`src/hw/rtl/e2m_pkg.sv`:
```
`default_nettype none

package e2m_pkg;

    // Table geometry
    localparam int MAX_ENTRIES = 128;
    localparam int PAGE_SHIFT  = 12;

    // Entry counter holds 0..MAX_ENTRIES
    localparam int CNT_W = $clog2(MAX_ENTRIES + 1);

    // Field widths fixed by the interface
    localparam int TYPE_W  = 32;
    localparam int ADDR_W  = 64;
    localparam int PAGES_W = 52;
    localparam int ETYPE_W = 3;
    localparam int IDX_W   = 7;
    localparam int COUNT_W = 8;

    // UEFI memory type codes
    localparam logic [TYPE_W-1:0] EFI_RESERVED      = 32'd0;
    localparam logic [TYPE_W-1:0] EFI_LOADER_CODE   = 32'd1;
    localparam logic [TYPE_W-1:0] EFI_LOADER_DATA   = 32'd2;
    localparam logic [TYPE_W-1:0] EFI_BOOT_CODE     = 32'd3;
    localparam logic [TYPE_W-1:0] EFI_BOOT_DATA     = 32'd4;
    localparam logic [TYPE_W-1:0] EFI_RT_CODE       = 32'd5;
    localparam logic [TYPE_W-1:0] EFI_RT_DATA       = 32'd6;
    localparam logic [TYPE_W-1:0] EFI_CONVENTIONAL  = 32'd7;
    localparam logic [TYPE_W-1:0] EFI_UNUSABLE      = 32'd8;
    localparam logic [TYPE_W-1:0] EFI_ACPI_RECLAIM  = 32'd9;
    localparam logic [TYPE_W-1:0] EFI_ACPI_NVS      = 32'd10;
    localparam logic [TYPE_W-1:0] EFI_MMIO          = 32'd11;
    localparam logic [TYPE_W-1:0] EFI_MMIO_PORT     = 32'd12;
    localparam logic [TYPE_W-1:0] EFI_PAL_CODE      = 32'd13;

    // Table entry type codes; NONE marks a skipped descriptor
    localparam logic [ETYPE_W-1:0] ETYPE_NONE     = 3'd0;
    localparam logic [ETYPE_W-1:0] ETYPE_RAM      = 3'd1;
    localparam logic [ETYPE_W-1:0] ETYPE_RESERVED = 3'd2;
    localparam logic [ETYPE_W-1:0] ETYPE_ACPI     = 3'd3;
    localparam logic [ETYPE_W-1:0] ETYPE_NVS      = 3'd4;
    localparam logic [ETYPE_W-1:0] ETYPE_UNUSABLE = 3'd5;

    // Input beat
    typedef struct packed {
        logic [TYPE_W-1:0]  mem_type;
        logic [ADDR_W-1:0]  phys_start;
        logic [PAGES_W-1:0] page_count;
        logic               last_in_map;
    } desc_t;

    // Result beat
    typedef struct packed {
        logic                write_valid;
        logic                merged;
        logic [IDX_W-1:0]    entry_index;
        logic [ADDR_W-1:0]   entry_addr;
        logic [ADDR_W-1:0]   entry_size;
        logic [ETYPE_W-1:0]  entry_type;
        logic [COUNT_W-1:0]  entry_count;
        logic                overflow;
        logic                map_done;
    } result_t;

    // UEFI to table entry type translation
    function automatic logic [ETYPE_W-1:0] map_type(input logic [TYPE_W-1:0] t);
        logic [ETYPE_W-1:0] r;
        case (t)
            EFI_LOADER_CODE, EFI_LOADER_DATA, EFI_BOOT_CODE, EFI_BOOT_DATA,
            EFI_CONVENTIONAL: r = ETYPE_RAM;
            EFI_RESERVED, EFI_RT_CODE, EFI_RT_DATA, EFI_MMIO, EFI_MMIO_PORT,
            EFI_PAL_CODE: r = ETYPE_RESERVED;
            EFI_ACPI_RECLAIM: r = ETYPE_ACPI;
            EFI_ACPI_NVS: r = ETYPE_NVS;
            EFI_UNUSABLE: r = ETYPE_UNUSABLE;
            default: r = ETYPE_NONE;
        endcase
        return r;
    endfunction

endpackage

`default_nettype wire

```
`src/hw/rtl/e2m_merge_unit.sv`:
```
`default_nettype none

// Holds the open E820 entry and the entry count; forms one result per beat.
module e2m_merge_unit
    import e2m_pkg::*;
(
    input  wire logic    aclk,
    input  wire logic    aresetn,
    input  wire logic    step,
    input  wire desc_t   desc,
    output result_t      result
);

    logic [ADDR_W-1:0]  open_addr_reg,  open_addr_next;
    logic [ADDR_W-1:0]  open_size_reg,  open_size_next;
    logic [ETYPE_W-1:0] open_type_reg,  open_type_next;
    logic [CNT_W-1:0]   used_reg,       used_next;

    logic [ETYPE_W-1:0] etype;
    logic [ADDR_W-1:0]  bytes;
    logic [ADDR_W-1:0]  open_end;
    logic [ADDR_W-1:0]  grown_size;
    logic               can_merge;
    logic               has_room;
    logic [CNT_W-1:0]   used_dec;

    // Decode and compare against the open entry
    always_comb begin
        etype      = map_type(desc.mem_type);
        bytes      = ADDR_W'(desc.page_count) << PAGE_SHIFT;
        open_end   = open_addr_reg + open_size_reg;
        grown_size = open_size_reg + bytes;
        can_merge  = (used_reg != '0) && (open_type_reg == etype) &&
                     (open_end == desc.phys_start);
        has_room   = (used_reg < CNT_W'(MAX_ENTRIES));
        used_dec   = used_reg - CNT_W'(1);
    end

    // Result and next state
    always_comb begin
        open_addr_next = open_addr_reg;
        open_size_next = open_size_reg;
        open_type_next = open_type_reg;
        used_next      = used_reg;

        result             = '0;
        result.map_done    = desc.last_in_map;

        if (etype != ETYPE_NONE) begin
            if (can_merge) begin
                open_size_next     = grown_size;
                result.write_valid = 1'b1;
                result.merged      = 1'b1;
                result.entry_index = used_dec[IDX_W-1:0];
                result.entry_addr  = open_addr_reg;
                result.entry_size  = grown_size;
                result.entry_type  = etype;
            end else if (has_room) begin
                open_addr_next     = desc.phys_start;
                open_size_next     = bytes;
                open_type_next     = etype;
                used_next          = used_reg + CNT_W'(1);
                result.write_valid = 1'b1;
                result.entry_index = used_reg[IDX_W-1:0];
                result.entry_addr  = desc.phys_start;
                result.entry_size  = bytes;
                result.entry_type  = etype;
            end else begin
                result.overflow    = 1'b1;
            end
        end

        // count is reported before the end-of-map clear
        result.entry_count = COUNT_W'(used_next);

        if (desc.last_in_map) begin
            open_addr_next = '0;
            open_size_next = '0;
            open_type_next = ETYPE_NONE;
            used_next      = '0;
        end
    end

    // State registers
    always_ff @(posedge aclk) begin
        if (!aresetn) begin
            open_addr_reg <= '0;
            open_size_reg <= '0;
            open_type_reg <= ETYPE_NONE;
            used_reg      <= '0;
        end else if (step) begin
            open_addr_reg <= open_addr_next;
            open_size_reg <= open_size_next;
            open_type_reg <= open_type_next;
            used_reg      <= used_next;
        end
    end

endmodule

`default_nettype wire

```
`src/hw/rtl/efi_to_e820_map_merge.sv`:
```
`default_nettype none

// Channel   Ports                          Direction  Beat
// -------   -----------------------------  ---------  ---------------------------
// s_        s_valid, s_ready, s_desc       in         one UEFI memory descriptor
// m_        m_valid, m_ready, m_result     out        one E820 table write record
//
// One beat per cycle unless m_ready stalls; m_valid rises when the beat reaches the result register.
// The path from input register to result register is one 64-bit add and
// compare (end of the open entry) plus the 64-bit size add.
// aresetn (synchronous) empties both registers and clears the open entry.
// A stalled m_ready holds the result; s_ready stays high while the input
// register is empty or moving on.
module efi_to_e820_map_merge
    import e2m_pkg::*;
(
    input  wire logic    aclk,
    input  wire logic    aresetn,
    input  wire logic    s_valid,
    output logic         s_ready,
    input  wire desc_t   s_desc,
    output logic         m_valid,
    input  wire logic    m_ready,
    output result_t      m_result
);

    logic    in_valid_reg;
    desc_t   in_desc_reg;
    logic    out_valid_reg;
    result_t out_result_reg;
    result_t calc_result;
    logic    out_free;
    logic    step;

    // Handshake control
    assign out_free = !out_valid_reg || m_ready;
    assign step     = in_valid_reg && out_free;
    assign s_ready  = !in_valid_reg || out_free;
    assign m_valid  = out_valid_reg;
    assign m_result = out_result_reg;

    // Input register
    always_ff @(posedge aclk) begin
        if (!aresetn) begin
            in_valid_reg <= 1'b0;
        end else if (s_ready) begin
            in_valid_reg <= s_valid;
        end
    end

    always_ff @(posedge aclk) begin
        if (s_ready && s_valid) begin
            in_desc_reg <= s_desc;
        end
    end

    e2m_merge_unit u_merge (
        .aclk    (aclk),
        .aresetn (aresetn),
        .step    (step),
        .desc    (in_desc_reg),
        .result  (calc_result)
    );

    // Result register
    always_ff @(posedge aclk) begin
        if (!aresetn) begin
            out_valid_reg <= 1'b0;
        end else if (out_free) begin
            out_valid_reg <= in_valid_reg;
        end
    end

    always_ff @(posedge aclk) begin
        if (step) begin
            out_result_reg <= calc_result;
        end
    end

    // Checks
    a_ovf_no_write: assert property (@(posedge aclk) disable iff (!aresetn)
        m_valid && m_result.overflow |-> !m_result.write_valid)
        else $error("overflow beat also carries a table write");

    a_merge_is_write: assert property (@(posedge aclk) disable iff (!aresetn)
        m_valid && m_result.merged |-> m_result.write_valid)
        else $error("merged flag without a table write");

    a_index_count: assert property (@(posedge aclk) disable iff (!aresetn)
        m_valid && m_result.write_valid |->
            m_result.entry_count[IDX_W-1:0] == IDX_W'(m_result.entry_index + 1'b1))
        else $error("entry count does not follow written slot");

    a_idle_fields: assert property (@(posedge aclk) disable iff (!aresetn)
        m_valid && !m_result.write_valid |->
            m_result.entry_addr == '0 && m_result.entry_size == '0)
        else $error("skipped beat carries entry data");

    a_ready_when_empty: assert property (@(posedge aclk) disable iff (!aresetn)
        !out_valid_reg |-> s_ready)
        else $error("input stalled with empty result register");

endmodule

`default_nettype wire
```
`config.mk`:
```
export PLATFORM = sky130hd
export DESIGN_NAME = efi_to_e820_map_merge
export DESIGN_NICKNAME = d
export VERILOG_FILES = /design/src/hw/rtl/e2m_pkg.sv /design/src/hw/rtl/e2m_merge_unit.sv /design/src/hw/rtl/efi_to_e820_map_merge.sv
export SDC_FILE = /design/constraint.sdc
export NUM_CORES = 1
export LEC_CHECK = 0
export ABC_AREA = 1
export BUFFER_PORTS_ARGS = -buffer_cell sky130_fd_sc_hd__buf_2
export CORE_MARGIN = 2
export CORE_UTILIZATION = 54
export CTS_CLUSTER_DIAMETER = 150
export CTS_CLUSTER_SIZE = 8
export DETAILED_ROUTE_END_ITERATION = 10
export GPL_TIMING_DRIVEN = 1
export PLACE_DENSITY = 0.78
export SLEW_MARGIN = 10
export SYNTH_ARGS = -nofsm -noshare
export SYNTH_HDL_FRONTEND = slang
export SYNTH_SLANG_ARGS = --single-unit
```
`constraint.sdc`:
```
create_clock -name aclk -period 5.1 [get_ports aclk]
set_input_delay 0.51 -clock aclk [delete_from_list [all_inputs] [get_ports aclk]]
set_output_delay 0.51 -clock aclk [all_outputs]
set_load 0.005 [all_outputs]
```
After elaboration in Yosys (flattened, before gate mapping)
Memory sizes are Yosys's and may differ from the RTL's. A register that Yosys moved wholly into a read port is not among the register bits.
Index checks and enable logic that the tools add are counted.
{"block": "totals", "register_bits": 440, "latch_bits": 0, "mem_bits_rw": 0, "mem_bits_ro": 48, "in_bits": 153, "output_inout_bits": 152, "wordCells": 70, "mem_count": 1}
{"block": "op_classes", "n_addsub": 4, "mul": 0, "div": 0, "n_lt_le_gt_ge": 1, "n_eq_ne": 3, "n_shift": 0, "mux": 24, "n_bitwise": 1, "n_reduce_logical": 17}
{"name": "(name not given)", "words": 16, "width": 3, "rd": 1, "rd_clocked_by_memory_dff": 1, "wr": 0, "line_no": "e2m_pkg.sv:68", "text": "case (t)"}
{"cell": "$mux W64", "n": 8}
{"cell": "$mux W138", "n": 2}
{"cell": "$add A64 B64 Y64", "n": 2}
{"cell": "$eq A64 B64 Y1", "n": 1}
{"cell": "$mux W8", "n": 4}
{"cell": "$logic_not A28 Y1", "n": 1}
{"cell": "$mux W3", "n": 5}
{"cell": "$add A8 B1 Y8 const B", "n": 1}
{"cell": "$lt A8 B8 Y1 const B", "n": 1}
{"cell": "$reduce_bool A8 Y1", "n": 1}
{"cell": "$sub A7 B1 Y7 const B", "n": 1}
{"cell": "$reduce_bool A3 Y1", "n": 2}
{"cell": "$logic_and A1 B1 Y1", "n": 4}
{"cell": "$mux W1", "n": 4}
{"cell": "$mux W4", "n": 1}
{"cell": "$reduce_and A4 Y1", "n": 1}
{"cell": "$reduce_bool A2 Y1", "n": 2}
{"cell": "$eq A3 B3 Y1", "n": 1}
{"cell": "$reduce_and A3 Y1", "n": 1}
{"cell": "$logic_not A1 Y1", "n": 2}
{"cell": "$logic_or A1 B1 Y1", "n": 2}
{"cell": "$ne A2 B2 Y1 const B", "n": 1}
{"cell": "$reduce_or A2 Y1", "n": 1}
{"cell": "$not A1 Y1", "n": 1}

Longest topological paths before layout
Gate-level depths: netlist of run 1.
{"block": "logic_depth", "ltp_word": 8, "depth_mapped": 28}

Hierarchy
A second synthesis of run 1 with hierarchy kept.
{"block": "unflattened", "hier_cells": 3342, "hier_area_um2": 25662.1}
{"module": "e2m_merge_unit", "n_inst": 1, "cells_each": 3030, "area_each_um2": 16588.4, "seq_area_each_um2": 2542.4}
{"module": "efi_to_e820_map_merge", "n_inst": 1, "cells_each": 312, "area_each_um2": 9073.7, "seq_area_each_um2": 9018.6}

Worst setup path before layout of run 1
OpenSTA, ideal clock, no wires.
{"block": "synth_path", "path_type": "input-to-reg", "startpoint": "input port m_ready", "endpoint": "register with a tool-made name", "setup_ps": 129, "arrival_time_ps": 4774, "required_ps": 4971, "path_slack_ps": 197, "path_stages": 9, "path_cell_list": "inv_1 > nand3_1 > nand2_1 > inv_1 > or2_2 > o21ai_0 > or2_2 > o21ai_0 > o21ai_0"}
{"element": "start: declaration", "line_no": "efi_to_e820_map_merge.sv:23", "text": "input wire logic m_ready,"}

Final worst setup path of run 1
{"block": "layout_path", "startpoint": "register u_merge.open_size_reg[49]", "endpoint": "register out_result_reg, in the netlist m_result[120] (data pin)"}
{"block": "layout_via", "elab_chain_cells": 4}
{"element": "start: declaration", "line_no": "e2m_merge_unit.sv:15", "text": "logic [ADDR_W-1:0] open_size_reg, open_size_next;"}
{"element": "start signal: assignment", "line_no": "e2m_merge_unit.sv:93", "text": "open_size_reg <= open_size_next;"}
{"element": "$add A64 B64 Y64", "line_no": "e2m_merge_unit.sv:31", "text": "open_end = open_addr_reg + open_size_reg;"}
{"element": "$eq A64 B64 Y1", "line_no": "e2m_merge_unit.sv:34", "text": "(open_end == desc.phys_start);"}
{"element": "$logic_and A1 B1 Y1", "line_no": "e2m_merge_unit.sv:33", "text": "can_merge = (used_reg != '0) && (open_type_reg == etype) &&"}
{"element": "$mux W138", "line_no": "e2m_merge_unit.sv:50", "text": "if (can_merge) begin"}
{"element": "end signal: assignment", "line_no": "efi_to_e820_map_merge.sv:76", "text": "out_result_reg <= calc_result;"}
{"element": "end: declaration", "line_no": "efi_to_e820_map_merge.sv:30", "text": "result_t out_result_reg;"}
Every way passes these cells.
A chain may end at the register's enable or synchronous reset.

==> flow_metrics.tcl, run 1 <==
set metrics [dict create \
    dieHeight_um 217 \
    first_pass_iters 5 \
    vias 22200 \
    route.detailed.drc 0 \
    slew_viol_final 0 \
    largest_register_ffs 149 \
    drive_above_1_share 0.120 \
    core_mm2 0.0451 \
    dpl-instance-area_mm2 0.0265 \
    synth_seq_cells 419 \
    cp_data_arrival_time_ns 4.81 \
    rr_worst_depth 18 \
    synth_warnings 0 \
    fp.dieArea_mm2 0.0471 \
    dp_hpwl_mm 58.4 \
    critPathRequiredTime_ns 5.57 \
    power_mw 7.96 \
    place_congestion 0.997 \
    cts.sinks 419 \
    synth_area_mm2 0.0245 \
    gr-usage-all-layers 0.327 \
    ys_seq_area_frac 0.460 \
    cts_buffers 58 \
    synth_edf_count 287 \
    outcome "completed" \
    ios 305 \
    rsz0062_at_grt "no" \
    fin_skew_ns 0.0250 \
    nets 3682 \
    total_leakage_power_nw 12.6 \
    drtAntennaViolNets 0 \
    mostFrequentLayoutCells "nand2_1, inv_1, buf_2" \
    setup-violations-final 0 \
    grt_overflow_total 0 \
    p_per_area_mw_per_mm2 282 \
    cts_tree "yes" \
    post-cts-setup-buffers 0 \
    cts_resized 0 \
    placementRows 78 \
    crit_slowest_cell "dfxtp_1" \
    finalSetupTns_ns 0 \
    synth_fa_ha_area_frac 0.0555 \
    min_delay_worst_endpoint "in_desc_reg[115]" \
    syn_inst 3124 \
    cp_max_fo 48 \
    drt-initial-drc-count 2261 \
    r2r-end "m_result[120]" \
    startpoint_type "register" \
    end_kind "register" \
    slowest_delay_ns 0.39 \
    clk_path_buf_depth 3 \
    synth_compound_gate_area_share 0.112 \
    clk_pin_slew_ns 0.06 \
    grt_max_degree 91 \
    hold-path-cell-count 1 \
    fin_crit_ns 4.34 \
    worstPathCellList "ha_1 -> nand2_1 -> nor2_2 -> nand2_1 -> nor4_1 -> nand3_1 -> nand2_1 -> nand2_1 -> nand3_1 -> nand2_1 -> nor2_1 -> nand3_1 -> nor2_4 -> nand2_4 -> nor2_4 -> buf_12 -> buf_4 -> a22o_1" \
    antenna_found_initial 1 \
    synth_xor_area_frac 0.0372 \
    cts_max_level 2 \
    cpMostUsedCell "nand2_1" \
    totalWireLength_mm 77.6 \
    period_share 0.851 \
    async_reset_ff_frac 0 \
    ir_drop_v 0.000313 \
    max_freq_mhz 230 \
    routed_via_density 5.45 \
    synth_mux_area_frac 0.000817 \
    drv_cap 0 \
    min_from "s_desc[115]" \
    wire_per_inst_um 19.1 \
    ys_types 45 \
    syn_area_per_cell_um2 7.84 \
    antenna_cells 0 \
    grt_pass1_wl_mm 119 \
    critPathKind "register to register" \
    worstHoldPathType "primary input to register" \
    maxSlewHeadroom 0.275 \
    clockRootBuffer "clkbuf_16" \
    synthFlopType "edfxtp_1" \
    clk_latency_ns 0.63 \
    finalHoldViolations 0 \
    postCtsHoldBufs 0 \
    layout_commonest_cell "nand2_1" \
    synth-simple-area-share 0.255 \
    grt_pass1_vias 20800 \
    r2r-start "u_merge.open_size_reg[49]" \
    synth_top_family_by_area "simple AND/OR/NAND/NOR gates" \
    port_buffers 292 \
    die_w_um 217 \
    area_growth_pct 15.3 \
    tightest_slew_ns 1.09 \
    start_util 0.543 \
    ff2ff_setup_slack_ns 0.76 \
    postLayoutCellArea_mm2 0.0282 \
]
==> logic make-up (layout without fill, tap and decap cells) <==
family / after synthesis / count (layout)
simple gates: 1534 / 1534
buf+inv: 481 / 814
compound gates: 475 / 475
flops: 419 / 419
fa+ha+maj: 108 / 108
xor+xnor: 104 / 104
mux: 2 / 2
other cells: 1 / 12
==> power by group <==
| part | switching (mW) | internal (mW) |
|---|---|---|
| clock | 1.49 | 2.16 |
| combinational | 0.279 | 0.165 |
| sequential | 0.0863 | 3.78 |
==> per-stage QoR <==
step                utilization  hold slack [ns]  instances  setup WS (ns)
floorplan                     -            0.452       3135          0.197
detailed placement        0.589            0.469       3961          0.917
global route              0.627           0.0512       4068          0.500
finish                    0.627           0.0606       4068          0.761
global placement          0.589            0.463       3961          0.933
CTS                       0.627           0.0314       4068          0.858
==> area by class of cell <==
| type | count | area [um^2] |
|---|---|---|
| clock inverters | 3 | 67.6 |
| inverters | 393 | 1490 |
| flip-flops and latches | 419 | 11300 |
| clock buffers | 104 | 1650 |
| repair buffers | 314 | 1710 |
| fillers | 4048 | 16800 |
| multi-input cells | 2235 | 11300 |
| well taps | 600 | 751 |
==> cells in the mapped netlist, types with 2 or more instances <==
cell type  count  area (um^2)
xnor2_1       57          499
or2_2          4         25.0
dfxtp_1      132         2640
clkbuf_1      35          131
a22o_1        47          412
clkinv_1       3         11.3
a21o_1         9         67.6
and2_1        10         62.6
o21a_1         5         37.5
a31oi_1       22          138
a21oi_1      247         1240
nor2_2         6         37.5
nor2_4         3         33.8
inv_1        381         1430
ha_1         107         1340
o21ai_0       67          335
buf_6          6         67.6
nand2_2        4         25.0
a221oi_1       3         26.3
mux2i_1        2         20.0
o211ai_1       2         15.0
buf_4         25          188
inv_2          9         33.8
o21bai_1      14          105
o22ai_1       44          275
nor4_1         8         50.1
and3_1         4         25.0
edfxtp_1     287         8620
o21ai_1       11         55.1
nand3_1      127          636
nand2_1     1073         4030
nor3_1        19         95.1
nor3_2         3         30.0
xor2_1        47          412
nand3b_1      18          135
nand4_1       23          144
nand2_4        4         45.0
buf_2         22          110
a21boi_0       3         22.5
nor2_1       226          848
==> per-layer routing <==
layer  vias to the layer above  global-route usage  share of wire  wire length [um]
met4                         0               0.107          0.030              2330
met3                       101              0.0407          0.076              5910
li1                      10900                   -              -                 -
met1                     10200               0.466           0.45             34600
met5                         -                   0              0                 0
met2                       963               0.518           0.45             34800
==> worst max-delay path by stage <==
stage / start / end / slack (ns) / cells past startpoint
2_1_floorplan: m_ready / register / 0.20 / 9
3_3_place_gp: u_merge.open_size_reg[49] / m_result[147] / 0.93 / 19
3_5_place_dp: u_merge.open_size_reg[49] / m_result[120] / 0.92 / 18
4_1_cts: u_merge.open_size_reg[20] / m_result[120] / 0.86 / 20
5_1_grt: u_merge.open_size_reg[20] / m_result[127] / 0.50 / 21
6_report: u_merge.open_size_reg[49] / m_result[120] / 0.76 / 18
==> critical path: cells and delay by family (launching register included) <==
kind | cells | cell delay (ns)
DFF | 1 | 0.39
and+or+nand+nor | 14 | 2.62
adders and majority gates | 1 | 0.39
AOI/OAI and AO/OA | 1 | 0.21
buffers and inverters | 2 | 0.57
Note: power is estimated with default switching activity, not from simulation.
==> run 2: changes to the inputs <==
==> constraint.sdc (replaced) <==
create_clock -name aclk -period 5.1 [get_ports aclk]
set_input_delay 1.02 -clock aclk [delete_from_list [all_inputs] [get_ports aclk]]
set_output_delay 1.02 -clock aclk [all_outputs]
set_load 0.005 [all_outputs]
==> run 2 against run 1 <==
First-iteration DRC count decreased by 7.5%. Critical path depth increased by 3. Sequential cell count unchanged. Critical path type unchanged. Critical endpoint is now u_merge.open_size_reg[32].
==> flow_metrics.tcl, run 2 (synthesized netlist as in run 1, its figures left out) <==
set metrics [dict create \
    outcome "completed" \
    finalSetupTns_ns 0 \
    cts_resized 0 \
    period_share 0.840 \
    post-cts-setup-buffers 0 \
    clockRootBuffer "clkbuf_16" \
    final_cells 4068 \
    finalHoldViolations 0 \
    drive_above_1_share 0.119 \
    rsz0062_at_grt "no" \
    power_mw 7.94 \
    clk_latency_ns 0.63 \
    routed_via_density 5.44 \
    pwr-share-comb 0.056 \
    cts_buffers 58 \
    antenna_cells 0 \
    totalWireLength_mm 75.7 \
    fp.dieArea_mm2 0.0471 \
    tightest_slew_ns 0.839 \
    grt_overflow_total 0 \
    ff2ff_setup_slack_ns 0.81 \
    vias 22100 \
    clk_pin_slew_ns 0.05 \
    largest_register_ffs 149 \
    cp_max_fo 52 \
    nets 3680 \
    maxSlewHeadroom 0.441 \
    mostFrequentLayoutCells "nand2_1, inv_1, buf_2" \
    first_pass_iters 6 \
    clk_path_buf_depth 3 \
    swShare 0.232 \
    dp_cells 3959 \
    fin_skew_ns 0.0300 \
    worstHoldPathType "register to register" \
    pwr-share-seq 0.487 \
    drtAntennaViolNets 0 \
    hold_ws_ns 0.477 \
    p_int_mw 6.10 \
    cts_tree "yes" \
    drt-initial-drc-count 2091 \
    slew_viol_final 0 \
    total_leakage_power_nw 12.6 \
    grt_pass1_vias 20700 \
    cts.sinks 419 \
    postCtsHoldBufs 0 \
    cp_data_arrival_time_ns 4.83 \
    dieHeight_um 217 \
    p_clk_frac 0.458 \
    startpoint_type "register" \
    dpl-instance-area_mm2 0.0265 \
    die_w_um 217 \
    ios 305 \
    area_growth_pct 15.1 \
    critPathKind "register to register" \
    grt_pass1_wl_mm 116 \
    core_mm2 0.0451 \
    p_per_area_mw_per_mm2 282 \
    antenna_found_initial 0 \
    dp_hpwl_mm 56.9 \
    cts_max_level 2 \
    start_util 0.543 \
    postLayoutCellArea_mm2 0.0282 \
    fillCellCount 4007 \
    switching_power_mw 1.84 \
    drv_cap 0 \
    port_buffers 292 \
    ir_drop_v 0.000352 \
    place_congestion 1.04 \
    grt_max_degree 150 \
    placementRows 78 \
    setup-violations-final 0 \
    critPathRequiredTime_ns 5.65 \
    max_freq_mhz 233 \
    end_kind "register" \
    gr-usage-all-layers 0.320 \
    fin_crit_ns 4.29 \
    layout_commonest_cell "nand2_1" \
    wire_per_inst_um 18.6 \
    route.detailed.drc 0 \
]
==> run 2: cell count changes in the layout (fill, tap and decap cells not counted), sizes merged <==
| cell | previous run | this run |
|---|---|---|
| clkinvlp | 1 | 2 |
| clkbuf | 104 | 106 |
| inv | 390 | 391 |
| buf | 314 | 312 |
| clkinv | 5 | 3 |
==> run 2: metrics by stage <==
step                      setup WS [ns]  utilization
after floorplan                   0.348            -
after global placement            0.952        0.588
after detailed placement          0.911        0.588
after CTS                         0.880        0.626
after global routing              0.468        0.626
final                             0.815        0.626
==> run 2: metal layers <==
| metal | up-vias | track usage | share of wire |
|---|---|---|---|
| li1 | 10900 | - | - |
| met4 | 0 | 0.140 | 0.046 |
| met1 | 10100 | 0.447 | 0.44 |
| met3 | 142 | 0.0555 | 0.083 |
| met5 | - | 0 | 0 |
| met2 | 993 | 0.490 | 0.44 |
==> run 2: layout make-up <==
class | count | area (um^2) | area share
multi-input cells | 2235 | 11300 | 0.401
flip-flops and latches | 419 | 11300 | 0.399
repair buffers | 312 | 1700 | 0.0602
clock buffers | 106 | 1650 | 0.0586
inverters | 393 | 1490 | 0.0527
well taps | 600 | 751 | 0.0266
clock inverters | 3 | 35.0 | 0.00124
==> run 2: worst paths after layout <==
kind | cells past startpoint | to | from
worst max-delay path | 21 | u_merge.open_size_reg[32] | u_merge.open_size_reg[50]
worst min-delay path | 2 | u_merge.open_type_reg[0] | u_merge.open_type_reg[0]
worst max register to register | 21 | u_merge.open_size_reg[32] | u_merge.open_size_reg[50]
worst min register to register | 2 | u_merge.open_type_reg[0] | u_merge.open_type_reg[0]
==> run 2: power groups by stage <==
stage	Combinational, mW	Sequential (mW)	Clock, mW
6_report	0.441	3.87	3.63
5_1_grt	0.490	3.87	3.81
4_1_cts	0.441	3.87	3.67
3_5_place_dp	0.438	3.93	0
3_3_place_gp	0.432	3.93	0
2_1_floorplan	0.241	3.91	0
==> run 2: critical path, stage by stage, from the launching register on <==
cell and delay (ns):
dfxtp_1 0.38, ha_1 0.38, nand2_1 0.15, nor2_2 0.18, nand2_1 0.16, nor4_1 0.41, nand3_1 0.25, nand2_1 0.14
nand2_1 0.06, nand3_1 0.10, nand2_1 0.06, nor2_1 0.10, nand3_1 0.18, nor2_4 0.27, nand2_4 0.24, buf_4 0.28
nand2_4 0.11, nand2_4 0.07, nor2_4 0.10, buf_12 0.25, nand2_1 0.12, a21oi_1 0.15
